==> config.mk <==
export PLATFORM = sky130hd
export DESIGN_NAME = iso_datetime_to_epoch
export DESIGN_NICKNAME = d
export VERILOG_FILES = /design/src/hdl/idte_pkg.sv /design/src/hdl/idte_ctrl.sv /design/src/hdl/idte_dp.sv /design/src/hdl/iso_datetime_to_epoch.sv
export SDC_FILE = /design/constraint.sdc
export NUM_CORES = 2
export LEC_CHECK = 0
export BUFFER_PORTS_ARGS = -buffer_cell sky130_fd_sc_hd__clkbuf_2
export CORE_ASPECT_RATIO = 0.7
export CORE_UTILIZATION = 45
export CTS_BUF_LIST = sky130_fd_sc_hd__clkbuf_8
export DETAILED_ROUTE_END_ITERATION = 10
export PLACE_DENSITY = 0.7
export SLEW_MARGIN = 25
export SYNTH_ARGS = -nofsm -noshare
export SYNTH_HDL_FRONTEND = slang
export SYNTH_SLANG_ARGS = --single-unit
==> constraint.sdc <==
create_clock -name clk_i -period 7.68 [get_ports clk_i]
set_clock_uncertainty 0.1 [all_clocks]
set_input_delay 1.92 -clock clk_i [delete_from_list [all_inputs] [get_ports clk_i]]
set_output_delay 1.92 -clock clk_i [all_outputs]
set_load 0.02 [all_outputs]
==> src/hdl/idte_pkg.sv <==
// Package for the ISO date-time to epoch converter.
// Holds shared types, character codes and arithmetic constants.
// No dependencies.
package idte_pkg;

  localparam int FracDigits = 9;
  localparam int OutDataW   = 72;

  localparam logic [13:0] LimYear  = 14'd9999;
  localparam logic [13:0] LimField = 14'd99;

  localparam logic [7:0] ChDash  = 8'h2D;
  localparam logic [7:0] ChColon = 8'h3A;
  localparam logic [7:0] ChDot   = 8'h2E;
  localparam logic [7:0] ChT     = 8'h54;
  localparam logic [7:0] ChSpace = 8'h20;
  localparam logic [7:0] ChZ     = 8'h5A;
  localparam logic [7:0] ChPlus  = 8'h2B;
  localparam logic [7:0] ChZero  = 8'h30;
  localparam logic [7:0] ChNine  = 8'h39;

  localparam int DayBias = 719591;

  typedef enum logic [3:0] {
    PH_ERROR    = 4'd0,
    PH_YEAR     = 4'd1,
    PH_MONTH    = 4'd2,
    PH_DAY      = 4'd3,
    PH_HOUR     = 4'd4,
    PH_MINUTE   = 4'd5,
    PH_SECOND   = 4'd6,
    PH_FRAC     = 4'd7,
    PH_DONE     = 4'd8,
    PH_ZONE     = 4'd9,
    PH_ZONE_MIN = 4'd10
  } phase_e;

  typedef enum logic [1:0] {
    ST_OK       = 2'd0,
    ST_PARSE    = 2'd1,
    ST_OVERFLOW = 2'd2
  } status_e;

  typedef enum logic [2:0] {
    CS_PARSE,
    CS_CALC0,
    CS_CALC1,
    CS_CALC2,
    CS_CALC3,
    CS_LOAD
  } ctrl_state_e;

  typedef struct packed {
    logic parse;
    logic load;
  } cmd_t;

  function automatic logic [16:0] dec_step(logic [13:0] acc, logic [3:0] dig);
    return 17'(acc) * 17'd10 + 17'(dig);
  endfunction

  function automatic logic [29:0] pow10_pad(logic [3:0] count);
    logic [29:0] p;
    case (count)
      4'd0:    p = 30'd1000000000;
      4'd1:    p = 30'd100000000;
      4'd2:    p = 30'd10000000;
      4'd3:    p = 30'd1000000;
      4'd4:    p = 30'd100000;
      4'd5:    p = 30'd10000;
      4'd6:    p = 30'd1000;
      4'd7:    p = 30'd100;
      4'd8:    p = 30'd10;
      default: p = 30'd1;
    endcase
    return p;
  endfunction

endpackage

==> src/hdl/idte_ctrl.sv <==
// Sequencer for the date-time converter: handshakes and calculation steps.
// Depends on idte_pkg.
module idte_ctrl (
  input  logic            clk_i,
  input  logic            rst_ni,
  input  logic            s_axis_tvalid_i,
  input  logic            s_axis_tlast_i,
  output logic            s_axis_tready_o,
  output logic            m_axis_tvalid_o,
  input  logic            m_axis_tready_i,
  output idte_pkg::cmd_t  cmd_o
);
  import idte_pkg::*;

  ctrl_state_e state_q, state_d;
  logic        out_valid_q, out_valid_d;
  logic        s_beat;
  logic        out_free;

  assign s_beat   = s_axis_tvalid_i & (state_q == CS_PARSE);
  assign out_free = !out_valid_q || m_axis_tready_i;

  always_comb begin
    state_d = state_q;
    case (state_q)
      CS_PARSE: begin
        if (s_beat && s_axis_tlast_i) state_d = CS_CALC0;
      end
      CS_CALC0: state_d = CS_CALC1;
      CS_CALC1: state_d = CS_CALC2;
      CS_CALC2: state_d = CS_CALC3;
      CS_CALC3: state_d = CS_LOAD;
      CS_LOAD: begin
        if (out_free) state_d = CS_PARSE;
      end
      default: state_d = CS_PARSE;
    endcase
  end

  always_comb begin
    s_axis_tready_o = (state_q == CS_PARSE);
    cmd_o.parse     = s_beat;
    cmd_o.load      = (state_q == CS_LOAD) && out_free;
    m_axis_tvalid_o = out_valid_q;
    out_valid_d     = out_valid_q;
    if (cmd_o.load) begin
      out_valid_d = 1'b1;
    end else if (m_axis_tready_i) begin
      out_valid_d = 1'b0;
    end
  end

  always_ff @(posedge clk_i or negedge rst_ni) begin
    if (!rst_ni) begin
      state_q     <= CS_PARSE;
      out_valid_q <= 1'b0;
    end else begin
      state_q     <= state_d;
      out_valid_q <= out_valid_d;
    end
  end

  a_load_free: assert property (@(posedge clk_i) disable iff (!rst_ni)
    cmd_o.load |-> (!out_valid_q || m_axis_tready_i))
    else $error("result loaded over an untaken beat");

  a_last_stalls: assert property (@(posedge clk_i) disable iff (!rst_ni)
    (s_beat && s_axis_tlast_i) |=> !s_axis_tready_o)
    else $error("input not stalled after last beat");

  a_load_valid: assert property (@(posedge clk_i) disable iff (!rst_ni)
    cmd_o.load |=> m_axis_tvalid_o)
    else $error("load did not raise valid");

  a_valid_source: assert property (@(posedge clk_i) disable iff (!rst_ni)
    $rose(m_axis_tvalid_o) |-> $past(cmd_o.load))
    else $error("valid rose without a load");

endmodule

==> src/hdl/idte_dp.sv <==
// Datapath for the date-time converter: character parser, field
// accumulators, epoch arithmetic pipeline and result register.
// Depends on idte_pkg.
module idte_dp (
  input  logic                  clk_i,
  input  logic                  rst_ni,
  input  idte_pkg::cmd_t        cmd_i,
  input  logic [7:0]            char_i,
  output logic [40:0]           epoch_o,
  output logic [29:0]           nanos_o,
  output idte_pkg::status_e     status_o
);
  import idte_pkg::*;

  phase_e       phase_q, phase_d;
  logic [13:0]  year_q, year_d;
  logic [6:0]   month_q, month_d;
  logic [6:0]   day_q, day_d;
  logic [6:0]   hour_q, hour_d;
  logic [6:0]   minute_q, minute_d;
  logic [6:0]   second_q, second_d;
  logic [29:0]  frac_q, frac_d;
  logic [3:0]   count_q, count_d;
  logic [13:0]  zone_q, zone_d;
  logic         zneg_q, zneg_d;
  status_e      err_q, err_d;

  logic         is_dig;
  logic [3:0]   dig;
  logic [13:0]  cur_acc;
  logic [13:0]  cur_lim;
  logic [16:0]  nxt;
  logic         ovf;
  logic         take;
  logic         bad;

  logic signed [14:0] y_q, y_d;
  logic [6:0]         m_q, m_d;
  logic [19:0]        v_q, v_d;
  logic [6:0]         zq_q, zq_d;
  logic [27:0]        zq_prod;
  logic signed [7:0]  a_q, a_d;
  logic [27:0]        a_prod;
  logic [6:0]         w_q, w_d;
  logic [39:0]        w_prod;
  logic [6:0]         zr_q, zr_d;
  logic [13:0]        zr_diff;
  logic signed [22:0] t1_q, t1_d;
  logic signed [25:0] t1_prod;
  logic [29:0]        nano_q, nano_d;
  logic [59:0]        nano_prod;
  logic signed [7:0]  a_div4;
  logic signed [23:0] days_q, days_d;
  logic [19:0]        zs_mag;
  logic signed [19:0] zs_q, zs_d;
  logic [40:0]        total_q, total_d;

  logic [40:0]        epoch_q;
  logic [29:0]        nanos_q;
  status_e            status_q;

  assign is_dig = char_i inside {[ChZero:ChNine]};
  assign dig    = char_i[3:0];

  always_comb begin
    case (phase_q)
      PH_YEAR:                 begin cur_acc = year_q;          cur_lim = LimYear;  end
      PH_MONTH:                begin cur_acc = 14'(month_q);    cur_lim = LimField; end
      PH_DAY:                  begin cur_acc = 14'(day_q);      cur_lim = LimField; end
      PH_HOUR:                 begin cur_acc = 14'(hour_q);     cur_lim = LimField; end
      PH_MINUTE:               begin cur_acc = 14'(minute_q);   cur_lim = LimField; end
      PH_SECOND:               begin cur_acc = 14'(second_q);   cur_lim = LimField; end
      PH_ZONE, PH_ZONE_MIN:    begin cur_acc = zone_q;          cur_lim = LimYear;  end
      default:                 begin cur_acc = '0;              cur_lim = LimField; end
    endcase
    nxt = dec_step(cur_acc, dig);
    ovf = nxt > 17'(cur_lim);
  end

  always_comb begin
    phase_d  = phase_q;
    year_d   = year_q;
    month_d  = month_q;
    day_d    = day_q;
    hour_d   = hour_q;
    minute_d = minute_q;
    second_d = second_q;
    frac_d   = frac_q;
    count_d  = count_q;
    zone_d   = zone_q;
    zneg_d   = zneg_q;
    err_d    = err_q;
    take     = 1'b0;
    bad      = 1'b0;
    if (cmd_i.load) begin
      phase_d  = PH_YEAR;
      year_d   = '0;
      month_d  = '0;
      day_d    = '0;
      hour_d   = '0;
      minute_d = '0;
      second_d = '0;
      frac_d   = '0;
      count_d  = '0;
      zone_d   = '0;
      zneg_d   = 1'b0;
      err_d    = ST_OK;
    end else if (cmd_i.parse) begin
      case (phase_q)
        PH_YEAR: begin
          if (char_i == ChDash) phase_d = PH_MONTH;
          else if (is_dig) take = 1'b1;
          else bad = 1'b1;
        end
        PH_MONTH: begin
          if (char_i == ChDash) phase_d = PH_DAY;
          else if (is_dig) take = 1'b1;
          else bad = 1'b1;
        end
        PH_DAY: begin
          if (char_i == ChT || char_i == ChSpace) phase_d = PH_HOUR;
          else if (is_dig) take = 1'b1;
          else bad = 1'b1;
        end
        PH_HOUR: begin
          if (char_i == ChColon) phase_d = PH_MINUTE;
          else if (is_dig) take = 1'b1;
          else bad = 1'b1;
        end
        PH_MINUTE: begin
          if (char_i == ChColon) phase_d = PH_SECOND;
          else if (is_dig) take = 1'b1;
          else bad = 1'b1;
        end
        PH_SECOND: begin
          if (char_i == ChDot) phase_d = PH_FRAC;
          else if (is_dig) take = 1'b1;
          else bad = 1'b1;
        end
        PH_FRAC: begin
          if (char_i == ChZ) begin
            phase_d = PH_DONE;
          end else if (char_i == ChPlus) begin
            phase_d = PH_ZONE;
          end else if (char_i == ChDash) begin
            phase_d = PH_ZONE;
            zneg_d  = 1'b1;
          end else if (is_dig && (count_q < 4'(FracDigits))) begin
            frac_d  = frac_q * 30'd10 + 30'(dig);
            count_d = count_q + 4'd1;
          end
        end
        PH_ZONE: begin
          if (char_i == ChColon) phase_d = PH_ZONE_MIN;
          else if (is_dig) take = 1'b1;
          else bad = 1'b1;
        end
        PH_ZONE_MIN: begin
          if (is_dig) take = 1'b1;
          else bad = 1'b1;
        end
        default: ;
      endcase
      if (take) begin
        if (ovf) begin
          if (err_q == ST_OK) err_d = ST_OVERFLOW;
        end else begin
          case (phase_q)
            PH_YEAR:              year_d   = nxt[13:0];
            PH_MONTH:             month_d  = nxt[6:0];
            PH_DAY:               day_d    = nxt[6:0];
            PH_HOUR:              hour_d   = nxt[6:0];
            PH_MINUTE:            minute_d = nxt[6:0];
            PH_SECOND:            second_d = nxt[6:0];
            PH_ZONE, PH_ZONE_MIN: zone_d   = nxt[13:0];
            default: ;
          endcase
        end
      end
      if (bad) begin
        if (err_q == ST_OK) err_d = ST_PARSE;
        phase_d = PH_ERROR;
      end
    end
  end

  always_ff @(posedge clk_i or negedge rst_ni) begin
    if (!rst_ni) begin
      phase_q  <= PH_YEAR;
      year_q   <= '0;
      month_q  <= '0;
      day_q    <= '0;
      hour_q   <= '0;
      minute_q <= '0;
      second_q <= '0;
      frac_q   <= '0;
      count_q  <= '0;
      zone_q   <= '0;
      zneg_q   <= 1'b0;
      err_q    <= ST_OK;
    end else begin
      phase_q  <= phase_d;
      year_q   <= year_d;
      month_q  <= month_d;
      day_q    <= day_d;
      hour_q   <= hour_d;
      minute_q <= minute_d;
      second_q <= second_d;
      frac_q   <= frac_d;
      count_q  <= count_d;
      zone_q   <= zone_d;
      zneg_q   <= zneg_d;
      err_q    <= err_d;
    end
  end

  // step 0: shift Jan/Feb to the previous year, zone hours
  always_comb begin
    y_d     = $signed({1'b0, year_q}) - ((month_q < 7'd3) ? 15'sd1 : 15'sd0);
    m_d     = (month_q < 7'd3) ? 7'(month_q + 7'd13) : 7'(month_q + 7'd1);
    v_d     = 20'(m_d) * 20'd6001;
    zq_prod = 28'(zone_q) * 28'd10486;
    zq_d    = zq_prod[26:20];
  end

  // step 1: century, month days, year days, zone minutes, nanoseconds
  always_comb begin
    a_prod    = 28'(y_q[13:0]) * 28'd10486;
    a_d       = y_q[14] ? -8'sd1 : $signed({1'b0, a_prod[26:20]});
    w_prod    = 40'(v_q) * 40'd858994;
    w_d       = w_prod[39:33];
    zr_diff   = zone_q - 14'(zq_q) * 14'd100;
    zr_d      = zr_diff[6:0];
    t1_prod   = 26'(y_q) * 26'sd1461;
    t1_d      = t1_prod[24:2];
    nano_prod = 60'(frac_q) * 60'(pow10_pad(count_q));
    nano_d    = nano_prod[29:0];
  end

  // step 2: day number, zone offset in seconds
  always_comb begin
    a_div4 = a_q >>> 2;
    days_d = 24'(t1_q) + 24'(m_q) * 24'd30 + 24'(w_q) + 24'(day_q)
           - 24'(DayBias) - 24'(a_q) + 24'(a_div4);
    zs_mag = 20'(zq_q) * 20'd3600 + 20'(zr_q) * 20'd60;
    zs_d   = zneg_q ? -$signed(zs_mag) : $signed(zs_mag);
  end

  // step 3: total seconds
  always_comb begin
    total_d = 41'(days_q) * 41'd86400 + 41'(hour_q) * 41'd3600
            + 41'(minute_q) * 41'd60 + 41'(second_q) - 41'(zs_q);
  end

  always_ff @(posedge clk_i) begin
    y_q     <= y_d;
    m_q     <= m_d;
    v_q     <= v_d;
    zq_q    <= zq_d;
    a_q     <= a_d;
    w_q     <= w_d;
    zr_q    <= zr_d;
    t1_q    <= t1_d;
    nano_q  <= nano_d;
    days_q  <= days_d;
    zs_q    <= zs_d;
    total_q <= total_d;
    if (cmd_i.load) begin
      status_q <= err_q;
      if (err_q == ST_OK) begin
        epoch_q <= total_q;
        nanos_q <= nano_q;
      end else begin
        epoch_q <= '0;
        nanos_q <= '0;
      end
    end
  end

  assign epoch_o  = epoch_q;
  assign nanos_o  = nanos_q;
  assign status_o = status_q;

endmodule

==> src/hdl/iso_datetime_to_epoch.sv <==
// ISO 8601 date-time string to Unix seconds, one character per beat, one cycle each.
// After the last beat the input stalls: four arithmetic steps, then the result
// loads into the output register, later while a result waits.
// Reset (async, active low) clears output valid, not the result register, and
// returns the parser to the year field with all accumulators and the status cleared.
module iso_datetime_to_epoch (
  input  logic        clk_i,
  input  logic        rst_ni,
  input  logic        s_axis_tvalid_i,
  output logic        s_axis_tready_o,
  input  logic [7:0]  s_axis_tdata_i,   // [7:0] character
  input  logic        s_axis_tlast_i,
  output logic        m_axis_tvalid_o,
  input  logic        m_axis_tready_i,
  output logic [idte_pkg::OutDataW-1:0] m_axis_tdata_o, // [40:0] epoch_seconds, [70:41] nanoseconds
  output logic [1:0]  m_axis_tuser_o    // [1:0] status
);
  import idte_pkg::*;

  cmd_t        cmd;
  logic [40:0] epoch;
  logic [29:0] nanos;
  status_e     status;

  idte_ctrl u_ctrl (
    .clk_i           (clk_i),
    .rst_ni          (rst_ni),
    .s_axis_tvalid_i (s_axis_tvalid_i),
    .s_axis_tlast_i  (s_axis_tlast_i),
    .s_axis_tready_o (s_axis_tready_o),
    .m_axis_tvalid_o (m_axis_tvalid_o),
    .m_axis_tready_i (m_axis_tready_i),
    .cmd_o           (cmd)
  );

  idte_dp u_dp (
    .clk_i    (clk_i),
    .rst_ni   (rst_ni),
    .cmd_i    (cmd),
    .char_i   (s_axis_tdata_i),
    .epoch_o  (epoch),
    .nanos_o  (nanos),
    .status_o (status)
  );

  assign m_axis_tdata_o = {1'b0, nanos, epoch};
  assign m_axis_tuser_o = status;

endmodule

==> results.yml <==
worst_setup_path:
  reg2reg_slack_ps: 10
  worstReg2RegEnd: "u_dp.nano_q[29]$_DFF_P_"
  crit_fanout: 7
  reg2reg_depth: 33
  crit_path_top_delay_cell: "fa_1"
  cp.arrival_ps: 8220
  max_stage_delay_ps: 560
  start_kind: "flop"
  crit_type: "reg -> reg"
  end_kind: "flop"
  r2r_start: "u_dp.count_q[0]$_DFFE_PN0P_"
  cp_data_required_time_ps: 8230
  crit_top_cell: "fa_1"
floorplanning:
  num_rows: 112
  start_util: 0.457
  die_w_um: 443
  die-area_um2: 138000
  ios: 89
  core_area_um2: 134000
  die_y_um: 311
sta:
  tightest_slew_ps: 985
  finalSetupViolCount: 0
  fmax_mhz: 130
  rsz0062_at_grt: "true"
  min_period_ps: 7670
  period_share: 0.999
  slew_viol_final: 0
  hold_viol: 0
  relSlewSlack: 0.342
yosys:
  yosysWarnings: 0
  synth_area_leaders: "fa_1, ha_1, inv_1"
  synth_edf_count: 73
  synth.most_common_cell: "inv_1"
  synth_fp_nets: 8364
  synth.largest_area_cell: "fa_1"
  netlist_area_um2: 61300
  ys_seq_area_frac: 0.146
  yosysTopAreaCellShare: 0.289
  ys_async_sr_fraction: 0.281
  ys_top_cells_by_count: "inv_1, ha_1, fa_1, nand2_1, xnor2_1"
  syn_inst: 6410
  ys_ff_latch: 384
  avgSynthCellArea_um2: 9.56
  yosys.cell_types.count: 94
  synth_ff_type: "dfxtp_1"
cts:
  cts_inserted_buffers: 70
  cts-htree-levels: 3
  cts_tree: "built"
  clockBufferDepth: 3
  cts_sinks: 384
  path_clk_slew_ps: 80
  cts_root_buf: "clkbuf_8"
  clk_latency_ps: 750
routing:
  drcViolationCount: 0
  ant_nets: 0
  dr.pass1.iters: 5
  drtIter0Drc: 3274
  route.vias.total: 43600
  drt-vias-per-instance: 5.14
  post_drt_wl_per_cell_um: 18.6
  postRouteWirelength_um: 158000
finish:
  syn_to_final_growth_pct: 10.1
  layout-drive-gt1-share: 0.0877
  fill_cells: 12200
  fin_nets: 8613
  final_area_um2: 67500
global_routing:
  antenna_found_initial: 13
  grt_pass1_vias: 44900
  grt_max_degree: 72
  grt_pass1_wl_um: 253000
  grtUsageTotal: 0.233
  grt-ovfl-total: 0
worst_hold_path:
  holdPathStages: 0
  whs_endpoint: "u_dp.total_q[0]$_DFF_P_"
  min_path_type: "reg -> reg"
  holdCritStartpoint: "u_dp.second_q[0]$_DFFE_PN0P_"
run:
  drv_cap: 0
placement:
  port_buffers: 87
  dp.final_hpwl_um: 134000
  placedInstanceArea_um2: 65100
  place.gp.congestion: 0.979
run_status:
  run_status: "finished clean"
==> area by class of cell <==
class                   count  area, um^2  share of cell area
repair buffers            317        2370              0.0352
clock inverters            42         320             0.00475
diodes                      2        5.00           0.0000742
well taps                1767        2210              0.0328
clock buffers              86        1180              0.0175
inverters                1515        5690              0.0844
flip-flops and latches    384        8960               0.133
multi-input cells        4371       46700               0.692
==> routing by layer <==
layer | up-vias | routed length, um | global-route usage
li1 | 20700 | - | -
met1 | 21300 | 78600 | 0.366
met2 | 1409 | 60600 | 0.313
met3 | 175 | 15600 | 0.0661
met4 | 2 | 3130 | 0.0451
met5 | - | 7 | 0
==> per-stage QoR <==
stage / instances / hold WS [ps] / TNS (ps) / utilization / setup WS [ps]
after floorplan: 6410 / 268 / -19.3 / - / -19.3
after global placement: 8333 / 314 / -604 / 0.485 / -263
after detailed placement: 8333 / 318 / -737 / 0.485 / -283
after CTS: 8463 / 322 / -124 / 0.497 / -124
after global routing: 8483 / 332 / -487 / 0.502 / -278
final: 8484 / 314 / 0 / 0.502 / 11.4
==> how the worst max path moves through the flow <==
stage	slack (ps)	to	cells after the start	startpoint
finish	10	u_dp.nano_q[29]$_DFF_P_	33	u_dp.count_q[0]$_DFFE_PN0P_
global route	-280	u_dp.nano_q[29]$_DFF_P_	30	u_dp.count_q[0]$_DFFE_PN0P_
detailed placement	-280	u_dp.nano_q[29]$_DFF_P_	35	u_dp.count_q[0]$_DFFE_PN0P_
floorplan	-20	u_dp.nano_q[29]$_DFF_P_	31	u_dp.count_q[0]$_DFFE_PN0P_
CTS	-120	u_dp.nano_q[29]$_DFF_P_	30	u_dp.count_q[0]$_DFFE_PN0P_
global placement	-260	u_dp.nano_q[29]$_DFF_P_	35	u_dp.count_q[0]$_DFFE_PN0P_
==> state kept, by name (all words and copies together), names as in the netlist, 18 cells and up <==
signal and flops:
u_dp.epoch_o 41, u_dp.total_q 41, u_dp.frac_q 30, u_dp.nano_q 30, u_dp.nanos_o 30, u_dp.days_q 24
u_dp.t1_q 23, u_dp.zs_q 18
==> critical path, delay by kind of cell (launching register included) <==
| family | cells | cell delay [ps] |
|---|---|---|
| and+or+nand+nor | 4 | 400 |
| buffers and inverters | 9 | 750 |
| DFF | 1 | 430 |
| adders and majority gates | 10 | 4110 |
| AOI/OAI and AO/OA | 9 | 1660 |
| xor gates and xnor gates | 1 | 110 |
==> cell usage in the layout, fill, tap and decap left out, types with 78 or more instances in the layout <==
cell / synthesis / routed
ha_1: 1055 / 1035
clkbuf_8: 0 / 86
clkbuf_2: 0 / 86
nand3_1: 81 / 78
and2_1: 247 / 235
xnor2_1: 309 / 308
a21oi_1: 199 / 192
o21ai_0: 144 / 137
dfrtp_1: 107 / 105
nor2_1: 203 / 195
dfxtp_1: 203 / 202
fa_1: 886 / 869
buf_4: 2 / 204
xor2_1: 106 / 106
nand2_1: 400 / 399
inv_1: 1513 / 1515
a21o_1: 83 / 83
==> what timing repair did <==
item | CTS | global route
cloned | 0 | 3
gates resized for setup | 21 | 131
pin swaps | 6 | 68
endpoints found under the setup margin | 4 | 35
hold buffers | 0 | 0
buffers inserted | 2 | 19
==> kinds of logic after synthesis <==
| family | Yosys count | synth area share |
|---|---|---|
| DFF | 384 | 0.146 |
| adders and majority gates | 1941 | 0.505 |
| other | 1 | 0.0000612 |
| xor gates and xnor gates | 415 | 0.0593 |
| AOI/OAI and AO/OA | 699 | 0.0737 |
| buffers and inverters | 1655 | 0.102 |
| muxes | 76 | 0.0125 |
| and+or+nand+nor | 1239 | 0.101 |
Power is not shown: default switching activity piles up to over one toggle a cycle in this logic, so the estimate is an artifact.
